$ cat src/rtl/assert_macros.svh
// Assertion macros shared by the RTL of the character class run splitter.
// Depends on nothing; included by files that carry concurrent assertions.
`ifndef ASSERT_MACROS_SVH
`define ASSERT_MACROS_SVH

// Same-cycle implication, checked on the rising clock edge outside reset.
`define ASSERT_SAME(label, clk, rst_n, ante, cons) \
    label: assert property (@(posedge clk) disable iff (!(rst_n)) (ante) |-> (cons)) \
        else $error("same-cycle assertion failed");

// Next-cycle implication, checked on the rising clock edge outside reset.
`define ASSERT_NEXT(label, clk, rst_n, ante, cons) \
    label: assert property (@(posedge clk) disable iff (!(rst_n)) (ante) |=> (cons)) \
        else $error("next-cycle assertion failed");

`endif

$ cat src/rtl/ccrs_pkg.sv
// Package of the character class run splitter: widths, codes and class tests.
// Depends on nothing; imported by the interfaces and the core.
`default_nettype none

package ccrs_pkg;

    localparam int SET_SIZE = 32;

    localparam int CP_W    = 21;
    localparam int SEL_W   = 2;
    localparam int IDX_W   = 5;
    localparam int CLASS_W = 2;
    localparam int KIND_W  = 2;

    typedef enum logic {
        OP_LOAD     = 1'b0,
        OP_CLASSIFY = 1'b1
    } t_op;

    typedef enum logic [SEL_W-1:0] {
        SEL_PUNCT      = 2'd0,
        SEL_NUMBER     = 2'd1,
        SEL_NUMBER_END = 2'd2,
        SEL_NONE       = 2'd3
    } t_set_sel;

    typedef enum logic [CLASS_W-1:0] {
        CLS_UNKNOWN = 2'd0,
        CLS_ALPHA   = 2'd1,
        CLS_NUMBER  = 2'd2,
        CLS_PUNCT   = 2'd3
    } t_char_class;

    typedef enum logic [KIND_W-1:0] {
        KIND_OTHER  = 2'd0,
        KIND_ALPHA  = 2'd1,
        KIND_NUMBER = 2'd2
    } t_token_kind;

    localparam logic [CP_W-1:0] CP_FULL_STOP = 21'h00002E;

    function automatic logic is_ascii_alpha(input logic [CP_W-1:0] cp);
        return cp inside {[21'h41 : 21'h5A], [21'h61 : 21'h7A]};
    endfunction

    function automatic logic is_ascii_digit(input logic [CP_W-1:0] cp);
        return cp inside {[21'h30 : 21'h39]};
    endfunction

    function automatic logic is_ascii_punct(input logic [CP_W-1:0] cp);
        return cp inside {[21'h21 : 21'h2F], [21'h3A : 21'h40],
                          [21'h5B : 21'h60], [21'h7B : 21'h7E]};
    endfunction

    function automatic t_token_kind kind_of(input t_char_class cls);
        t_token_kind kind;
        case (cls)
            CLS_ALPHA:  kind = KIND_ALPHA;
            CLS_NUMBER: kind = KIND_NUMBER;
            default:    kind = KIND_OTHER;
        endcase
        return kind;
    endfunction

endpackage

`default_nettype wire

$ cat src/rtl/ccrs_if.sv
// Valid/ready channel interfaces for the input and result beats of the splitter.
// Depends on ccrs_pkg for field widths and codes.
`default_nettype none

interface ccrs_in_if;
    import ccrs_pkg::*;

    logic                valid;
    logic                ready;
    t_op                 op;
    t_set_sel            set_select;
    logic [IDX_W-1:0]    entry_index;
    logic                entry_enable;
    logic [CP_W-1:0]     code_point;
    logic                string_last;

    modport source (
        output valid, op, set_select, entry_index, entry_enable, code_point, string_last,
        input  ready
    );
    modport sink (
        input  valid, op, set_select, entry_index, entry_enable, code_point, string_last,
        output ready
    );
endinterface

interface ccrs_out_if;
    import ccrs_pkg::*;

    logic                valid;
    logic                ready;
    logic [CP_W-1:0]     char_out;
    logic                token_start;
    t_token_kind         token_kind;
    t_char_class         run_class;
    logic                token_last;

    modport source (
        output valid, char_out, token_start, token_kind, run_class, token_last,
        input  ready
    );
    modport sink (
        input  valid, char_out, token_start, token_kind, run_class, token_last,
        output ready
    );
endinterface

`default_nettype wire

$ cat src/rtl/char_class_run_splitter_core.sv
// Character class run splitter: classifies code points and marks token starts.
// Depends on ccrs_pkg, the channel interfaces in ccrs_if.sv and assert_macros.svh.
//
// Usage. Beats arrive on i_in. A beat with op set to load writes one slot of the
// punctuation, number or number-end set and yields no result. A beat with op set
// to classify yields exactly one beat on o_out carrying the code point, its class,
// the token kind and a flag that marks the first character of a new token.
// Path: a classify beat is registered in the input stage, classified there and
// written to the result register, from which it is shown on o_out.
// Throughput: one beat per cycle while the receiver takes results, limited only
// by the single result register; the previous class is fed back from a register,
// so back-to-back characters of one string never wait for one another.
// Set lookups compare the code point against all slots of the three sets at once.
// Reset clears all set valid bits, the previous class (to unknown) and sets the
// string-start flag; no clearing pass is needed, so beats are taken right away.
// When the receiver stalls, the result holds on o_out, one further beat may sit
// in the input stage, and i_in.ready falls only once both are occupied. Load
// beats drain from the input stage even while a result waits to be taken.
`default_nettype none
`include "assert_macros.svh"

module char_class_run_splitter_core (
    input  wire         i_clk,
    input  wire         i_rst_n,
    ccrs_in_if.sink     i_in,
    ccrs_out_if.source  o_out
);
    import ccrs_pkg::*;

    // Input stage register.
    logic              r_s1_valid;
    t_op               r_s1_op;
    t_set_sel          r_s1_sel;
    logic [IDX_W-1:0]  r_s1_idx;
    logic              r_s1_en;
    logic [CP_W-1:0]   r_s1_cp;
    logic              r_s1_last;

    // Set storage: each slot is compared in parallel against the staged code point.
    logic [CP_W-1:0]   r_punct_val  [SET_SIZE];
    logic [CP_W-1:0]   r_num_val    [SET_SIZE];
    logic [CP_W-1:0]   r_numend_val [SET_SIZE];
    logic [SET_SIZE-1:0] r_punct_vld;
    logic [SET_SIZE-1:0] r_num_vld;
    logic [SET_SIZE-1:0] r_numend_vld;

    // Run state carried from one character to the next.
    t_char_class       r_prev_class;
    logic              r_at_start;

    // Result register.
    logic              r_out_valid;
    logic [CP_W-1:0]   r_out_cp;
    logic              r_out_start;
    t_token_kind       r_out_kind;
    t_char_class       r_out_class;
    logic              r_out_last;

    logic              s1_go;
    logic              s1_classify;
    logic              s1_load;
    logic              in_fire;
    logic [SET_SIZE-1:0] punct_hit;
    logic [SET_SIZE-1:0] num_hit;
    logic [SET_SIZE-1:0] numend_hit;
    t_char_class       prev_eff;
    t_char_class       n_class;
    logic              n_start;

    assign s1_classify = r_s1_valid && (r_s1_op == OP_CLASSIFY);
    assign s1_load     = r_s1_valid && (r_s1_op == OP_LOAD);

    // A load leaves the input stage at once; a classify beat needs room in the
    // result register.
    assign s1_go   = s1_load || (s1_classify && (!r_out_valid || o_out.ready));
    assign i_in.ready = !r_s1_valid || s1_go;
    assign in_fire = i_in.valid && i_in.ready;

    always_ff @(posedge i_clk) begin
        if (!i_rst_n) begin
            r_s1_valid <= 1'b0;
        end else if (i_in.ready) begin
            r_s1_valid <= i_in.valid;
        end
    end

    always_ff @(posedge i_clk) begin
        if (in_fire) begin
            r_s1_op   <= i_in.op;
            r_s1_sel  <= i_in.set_select;
            r_s1_idx  <= i_in.entry_index;
            r_s1_en   <= i_in.entry_enable;
            r_s1_cp   <= i_in.code_point;
            r_s1_last <= i_in.string_last;
        end
    end

    // Set loads. An index beyond the set size or an unused select writes nothing.
    always_ff @(posedge i_clk) begin
        if (!i_rst_n) begin
            r_punct_vld  <= '0;
            r_num_vld    <= '0;
            r_numend_vld <= '0;
        end else if (s1_load) begin
            for (int i = 0; i < SET_SIZE; i++) begin
                if (32'(r_s1_idx) == i) begin
                    case (r_s1_sel)
                        SEL_PUNCT:      r_punct_vld[i]  <= r_s1_en;
                        SEL_NUMBER:     r_num_vld[i]    <= r_s1_en;
                        SEL_NUMBER_END: r_numend_vld[i] <= r_s1_en;
                        default:        ;
                    endcase
                end
            end
        end
    end

    always_ff @(posedge i_clk) begin
        if (s1_load) begin
            for (int i = 0; i < SET_SIZE; i++) begin
                if (32'(r_s1_idx) == i) begin
                    case (r_s1_sel)
                        SEL_PUNCT:      r_punct_val[i]  <= r_s1_cp;
                        SEL_NUMBER:     r_num_val[i]    <= r_s1_cp;
                        SEL_NUMBER_END: r_numend_val[i] <= r_s1_cp;
                        default:        ;
                    endcase
                end
            end
        end
    end

    always_comb begin
        for (int i = 0; i < SET_SIZE; i++) begin
            punct_hit[i]  = r_punct_vld[i]  && (r_punct_val[i]  == r_s1_cp);
            num_hit[i]    = r_num_vld[i]    && (r_num_val[i]    == r_s1_cp);
            numend_hit[i] = r_numend_vld[i] && (r_numend_val[i] == r_s1_cp);
        end
    end

    // At the start of a string the previous character counts as unknown. The
    // tests are taken in priority order, the full stop check ahead of punctuation.
    assign prev_eff = r_at_start ? CLS_UNKNOWN : r_prev_class;

    always_comb begin
        if (is_ascii_alpha(r_s1_cp)) begin
            n_class = CLS_ALPHA;
        end else if (is_ascii_digit(r_s1_cp)) begin
            n_class = CLS_NUMBER;
        end else if ((r_s1_cp == CP_FULL_STOP) && (prev_eff == CLS_NUMBER)) begin
            n_class = CLS_NUMBER;
        end else if ((|punct_hit) || is_ascii_punct(r_s1_cp)) begin
            n_class = CLS_PUNCT;
        end else if (|num_hit) begin
            n_class = CLS_NUMBER;
        end else if ((|numend_hit) && (prev_eff == CLS_NUMBER)) begin
            n_class = CLS_NUMBER;
        end else begin
            n_class = CLS_UNKNOWN;
        end
    end

    // The class change test uses the stored class even across a string boundary;
    // the string-start flag forces a token start there anyway.
    assign n_start = r_at_start || (n_class != r_prev_class);

    always_ff @(posedge i_clk) begin
        if (!i_rst_n) begin
            r_prev_class <= CLS_UNKNOWN;
            r_at_start   <= 1'b1;
        end else if (s1_go && s1_classify) begin
            r_prev_class <= n_class;
            r_at_start   <= r_s1_last;
        end
    end

    always_ff @(posedge i_clk) begin
        if (!i_rst_n) begin
            r_out_valid <= 1'b0;
        end else if (s1_go && s1_classify) begin
            r_out_valid <= 1'b1;
        end else if (o_out.ready) begin
            r_out_valid <= 1'b0;
        end
    end

    always_ff @(posedge i_clk) begin
        if (s1_go && s1_classify) begin
            r_out_cp    <= r_s1_cp;
            r_out_start <= n_start;
            r_out_kind  <= kind_of(n_class);
            r_out_class <= n_class;
            r_out_last  <= r_s1_last;
        end
    end

    assign o_out.valid       = r_out_valid;
    assign o_out.char_out    = r_out_cp;
    assign o_out.token_start = r_out_start;
    assign o_out.token_kind  = r_out_kind;
    assign o_out.run_class   = r_out_class;
    assign o_out.token_last  = r_out_last;

    // A load beat never produces a result.
    `ASSERT_NEXT(a_load_no_result, i_clk, i_rst_n, s1_load && !s1_classify && !r_out_valid, !r_out_valid)
    // The first character of a string always opens a token.
    `ASSERT_NEXT(a_string_start_token, i_clk, i_rst_n, s1_go && s1_classify && r_at_start, r_out_valid && r_out_start)
    // Token kind and class agree on every shown result.
    `ASSERT_SAME(a_kind_matches_class, i_clk, i_rst_n, r_out_valid, (r_out_kind == KIND_NUMBER) == (r_out_class == CLS_NUMBER) && (r_out_kind == KIND_ALPHA) == (r_out_class == CLS_ALPHA))

endmodule

`default_nettype wire

$ cat src/flat_wrapper.sv
// flat-port wrapper written by rule: the top's interface ports become plain ports
module char_class_run_splitter_core_flat import ccrs_pkg::*;
  (i_clk, i_rst_n, i_in_valid, i_in_op, i_in_set_select, i_in_entry_index, i_in_entry_enable, i_in_code_point, i_in_string_last, i_in_ready, o_out_valid, o_out_char_out, o_out_token_start, o_out_token_kind, o_out_run_class, o_out_token_last, o_out_ready);
  ccrs_in_if i_in_i ();
  ccrs_out_if o_out_i ();
  input  wire i_clk;
  input  wire i_rst_n;
  input wire logic [$bits(i_in_i.valid)-1:0] i_in_valid;
  input wire logic [$bits(i_in_i.op)-1:0] i_in_op;
  input wire logic [$bits(i_in_i.set_select)-1:0] i_in_set_select;
  input wire logic [$bits(i_in_i.entry_index)-1:0] i_in_entry_index;
  input wire logic [$bits(i_in_i.entry_enable)-1:0] i_in_entry_enable;
  input wire logic [$bits(i_in_i.code_point)-1:0] i_in_code_point;
  input wire logic [$bits(i_in_i.string_last)-1:0] i_in_string_last;
  output wire logic [$bits(i_in_i.ready)-1:0] i_in_ready;
  output wire logic [$bits(o_out_i.valid)-1:0] o_out_valid;
  output wire logic [$bits(o_out_i.char_out)-1:0] o_out_char_out;
  output wire logic [$bits(o_out_i.token_start)-1:0] o_out_token_start;
  output wire logic [$bits(o_out_i.token_kind)-1:0] o_out_token_kind;
  output wire logic [$bits(o_out_i.run_class)-1:0] o_out_run_class;
  output wire logic [$bits(o_out_i.token_last)-1:0] o_out_token_last;
  input wire logic [$bits(o_out_i.ready)-1:0] o_out_ready;
  assign i_in_i.valid = i_in_valid;
  assign i_in_i.op = i_in_op;
  assign i_in_i.set_select = i_in_set_select;
  assign i_in_i.entry_index = i_in_entry_index;
  assign i_in_i.entry_enable = i_in_entry_enable;
  assign i_in_i.code_point = i_in_code_point;
  assign i_in_i.string_last = i_in_string_last;
  assign i_in_ready = i_in_i.ready;
  assign o_out_valid = o_out_i.valid;
  assign o_out_char_out = o_out_i.char_out;
  assign o_out_token_start = o_out_i.token_start;
  assign o_out_token_kind = o_out_i.token_kind;
  assign o_out_run_class = o_out_i.run_class;
  assign o_out_token_last = o_out_i.token_last;
  assign o_out_i.ready = o_out_ready;
  char_class_run_splitter_core u_core (.i_clk(i_clk), .i_rst_n(i_rst_n), .i_in(i_in_i), .o_out(o_out_i));
endmodule
$ cat config.mk
export PLATFORM = sky130hd
export DESIGN_NAME = char_class_run_splitter_core_flat
export DESIGN_NICKNAME = d
export VERILOG_FILES = /design/src/rtl/ccrs_pkg.sv /design/src/rtl/ccrs_if.sv /design/src/rtl/char_class_run_splitter_core.sv /design/src/flat_wrapper.sv
export VERILOG_INCLUDE_DIRS = /design/src /design/src/rtl
export SDC_FILE = /design/constraint.sdc
export NUM_CORES = 2
export LEC_CHECK = 0
export ABC_CLOCK_PERIOD_IN_PS = 4500
export BUFFER_PORTS_ARGS = -buffer_cell sky130_fd_sc_hd__clkbuf_2
export CAP_MARGIN = 30
export CORE_UTILIZATION = 45
export CTS_BUF_LIST = sky130_fd_sc_hd__clkbuf_4
export CTS_CLUSTER_SIZE = 10
export DETAILED_ROUTE_END_ITERATION = 6
export GPL_TIMING_DRIVEN = 0
export PLACE_DENSITY = 0.71
export SYNTH_ARGS = -nofsm -noshare
export SYNTH_HDL_FRONTEND = slang
export SYNTH_SLANG_ARGS = --single-unit
$ cat constraint.sdc
create_clock -name i_clk -period 4.5 [get_ports i_clk]
set_clock_uncertainty 0.15 [all_clocks]
set_input_delay 0.675 -clock i_clk [delete_from_list [all_inputs] [get_ports i_clk]]
set_output_delay 0.675 -clock i_clk [all_outputs]
set_load 0.02 [all_outputs]
==> results.yml <==
timing:
  fin_tns_setup_ns: -0.2552
  slew_violations: 0
  finalCritPeriodShare_pct: 103.8
  tightestPinTransition_ns: 1.094
  fin_ws_ns: -0.1694
  setup_viol: 3
  hold_viol: 0
  slew_headroom_pct: 27.07
  max_freq_ghz: 0.2142
  period_needed_ns: 4.669
drt:
  vias_per_cell: 6.141
  wl_per_cell_um: 36.32
  drt_wl_total_um: 351500
  num_vias: 59437
  first_pass_iters: 6
  drc: 0
  drtIter0Drc: 10280
  ant_nets: 0
worst_setup_path:
  reg2reg_to: "u_core.o_out.token_start$_DFFE_PP_"
  worstSetupEndpointType: "flop"
  r2r_setup_slack_ns: -0.17
  cp.arrival_ns: 5.69
  crit_required_ns: 5.52
  worstSetupPathType: "reg -> reg"
  r2r_start: "u_core.r_s1_cp[0]$_DFFE_PP_"
  reg2reg_depth: 15
  start_kind: "flop"
  cp_max_fo: 16
cts:
  clk_pin_slew_ns: 0.07
  cts_max_level: 6
  cts-root-buf: "clkbuf_4"
  max-clock-path-buffers: 4
  cts.sinks: 2175
  cts_buffers: 550
  cts_tree: "done"
  clk-insertion-delay-late_ns: 1.42
floorplanning:
  core-area_um2: 200500
  num_rows: 164
  ioPinCount: 64
  die_y_um: 452.0
  die_area_um2: 204300
  start_util_pct: 45.46
  die_x_um: 452.0
min_path:
  hold_path.startpoint: "u_core.r_punct_vld[27]$_SDFFE_PN0P_"
  hold_end: "u_core.r_punct_vld[27]$_SDFFE_PN0P_"
  hold_depth: 2
  min_path_type: "reg -> reg"
synth:
  synth-edff-count: 2074
  ys_seq_area_share_pct: 70.55
  synth-seq-cells: 2175
  syn_area_um2: 91140
  yosysWarnings: 0
  synth_cell_types: 46
  syn_nets: 5718
  synth_cells: 5683
  post_synth.cell_area_avg_um2: 16.04
  synthArstFlopShare_pct: 0
  synthFlopType: "edfxtp_1"
pwr:
  power_mw: 42.64
  p_leak_nw: 34.44
  cellPowerDensity_nw_per_um2: 391.7
  ir_drop_uv: 330.4
placed_design:
  io_buffer_count: 62
  gp_congestion: 1.006
  dp_hpwl_um: 224900
global_routing:
  grt_pass1_wl_um: 466700
  antenna_found_initial: 7
  overflow: 0
  grt_pass1_vias: 57044
  grt_usage_pct: 33.88
  grt_max_degree: 23
cells_and_area:
  fin_nets: 6707
  n_fill_cell: 15561
  regArea_um2: 64300
  synthToLayoutAreaGrowth_pct: 19.44
  drive_above_1_share_pct: 22.03
  multi_input_area_um2: 25120
job:
  maxCapViolations: 0
outcome:
  failed_checks: "setup timing"
  status: "complete, but fails checks"
[cell usage in the layout (no fill, tap or decap), types with 7 or more instances in the layout]
cell type	instances
a21boi_0	98
a21oi_1	7
buf_12	7
buf_16	161
buf_2	29
buf_4	165
buf_6	80
buf_8	96
bufinv_16	11
clkbuf_1	38
clkbuf_2	62
clkbuf_4	786
clkinv_1	86
dfxtp_1	101
diode_2	9
dlygate4sd3_1	69
edfxtp_1	2074
inv_2	9
nand2_1	140
nand3_1	8
nand4_1	479
nor2_1	14
nor2_2	96
nor4_1	184
nor4_2	29
o21ai_0	100
xnor2_1	1538
xor2_1	477
[kinds of logic (layout without fill, tap and decap cells)]
logic type / after synthesis / in the layout / share of synthesized area [%]
DFF: 2175 / 2175 / 70.55
other: 0 / 9 / 0
buffers and inverters: 285 / 1615 / 2.448
xor gates and xnor gates: 2015 / 2015 / 19.36
AOI/OAI and AO/OA: 224 / 224 / 1.560
and+or+nand+nor: 983 / 983 / 6.068
muxes: 1 / 1 / 0.01098
[worst max path at each step]
stage / start / to
detailed placement: u_core.r_s1_cp[1]$_DFFE_PP_ / u_core.o_out.token_start$_DFFE_PP_
global route: u_core.r_s1_cp[9]$_DFFE_PP_ / u_core.o_out.token_start$_DFFE_PP_
global placement: u_core.r_s1_cp[13]$_DFFE_PP_ / u_core.o_out.token_start$_DFFE_PP_
CTS: u_core.r_s1_cp[17]$_DFFE_PP_ / u_core.o_out.token_start$_DFFE_PP_
finish: u_core.r_s1_cp[0]$_DFFE_PP_ / u_core.o_out.token_start$_DFFE_PP_
floorplan: u_core.r_s1_cp[7]$_DFFE_PP_ / u_core.o_out.token_start$_DFFE_PP_
[final cells by class]
cell class | instances | share of cell area, %
diodes | 9 | 0.02069
inverters | 7 | 0.02414
repair buffers | 437 | 6.606
clock inverters | 109 | 0.6459
multi-input cells | 3223 | 23.08
clock buffers | 784 | 5.406
flip-flops and latches | 2175 | 59.07
well taps | 2656 | 3.053
plain buffers | 278 | 2.101
[Yosys cell counts, types with 3 or more instances]
master | n | area share, %
o21ai_0 | 100 | 0.55
nor3b_1 | 4 | 0.033
and2_1 | 3 | 0.021
buf_6 | 76 | 0.94
dfxtp_1 | 101 | 2.2
clkbuf_1 | 38 | 0.16
a31oi_1 | 3 | 0.021
nor2b_1 | 5 | 0.034
buf_1 | 6 | 0.025
nand3_1 | 8 | 0.044
nor3_1 | 7 | 0.038
nor2_1 | 110 | 0.45
nand4_1 | 479 | 3.3
buf_2 | 12 | 0.066
buf_4 | 141 | 1.2
xnor2_1 | 1538 | 15
xor2_1 | 477 | 4.6
edfxtp_1 | 2074 | 68
nand2_1 | 140 | 0.58
inv_1 | 7 | 0.029
a21boi_0 | 98 | 0.81
nand2b_1 | 3 | 0.021
a21oi_1 | 7 | 0.038
nor4_1 | 216 | 1.5
[where the power goes]
part | leakage, nW | switching, mW | internal (mW)
Clock | 3.95 | 8.05 | 8.57
Sequential | 19.5 | 0.0442 | 22.2
Combinational | 11.0 | 2.56 | 1.24
Total | 34.4 | 10.7 | 32.0
[critical path, cell delays in order, from the launching register on]
cell	delay, ns
edfxtp_1	0.44
buf_16	0.20
buf_16	0.19
buf_16	0.18
buf_4	0.27
buf_6	0.29
xnor2_1	0.16
nand4_1	0.18
nor4_4	0.66
nand4_1	0.40
o311ai_2	0.33
nor4_2	0.19
nand4_1	0.20
nor3_1	0.08
o211a_1	0.24
o21bai_2	0.27
[per-layer routing]
metal  up-vias  wire length (um)  global-route usage [%]
li1      23167                 -                       -
met1     29316            114500                   40.54
met2      5567            149900                   49.44
met3      1383             55560                   13.10
met4         4             31300                   25.30
met5         -               314                   1.096
[per-stage QoR]
step | cells | hold slack [ns] | instance area, um^2 | setup WS, ns | utilization (%)
2_1_floorplan | 5683 | 0.2757 | 91140 | 0.7177 | -
3_3_place_gp | 8401 | 0.3088 | 94780 | -5.432 | 47.28
3_5_place_dp | 8678 | 0.3170 | 101000 | -1.038 | 50.39
4_1_cts | 9658 | 0.2407 | 108600 | 0.008989 | 54.19
5_1_grt | 9675 | 0.3109 | 108900 | -0.002168 | 54.30
6_report | 9678 | 0.3329 | 108900 | -0.1694 | 54.30
[state kept, by name, indices dropped and copies added, names as in the netlist]
register	count
u_core.r_num_val	672
u_core.r_numend_val	672
u_core.r_punct_val	672
u_core.r_num_vld	32
u_core.r_numend_vld	32
u_core.r_punct_vld	32
u_core.o_out.char_out	21
u_core.r_s1_cp	21
u_core.r_s1_idx	5
u_core.o_out.run_class	2
u_core.o_out.token_kind	2
u_core.r_prev_class	2
u_core.r_s1_sel	2
u_core.o_out.token_last	1
u_core.o_out.token_start	1
u_core.o_out.valid	1
u_core.r_at_start	1
u_core.r_s1_en	1
u_core.r_s1_last	1
u_core.r_s1_op	1
u_core.r_s1_valid	1
[repair_timing]
action	in CTS	in global routing
endpoints found under the setup margin	6	5
hold buffers	69	0
cloned	0	0
hold endpoints to repair	81	0
gates resized for setup	36	21
pin swaps	2	3
setup buffers	18	9
(Power assumes the default switching activity.)
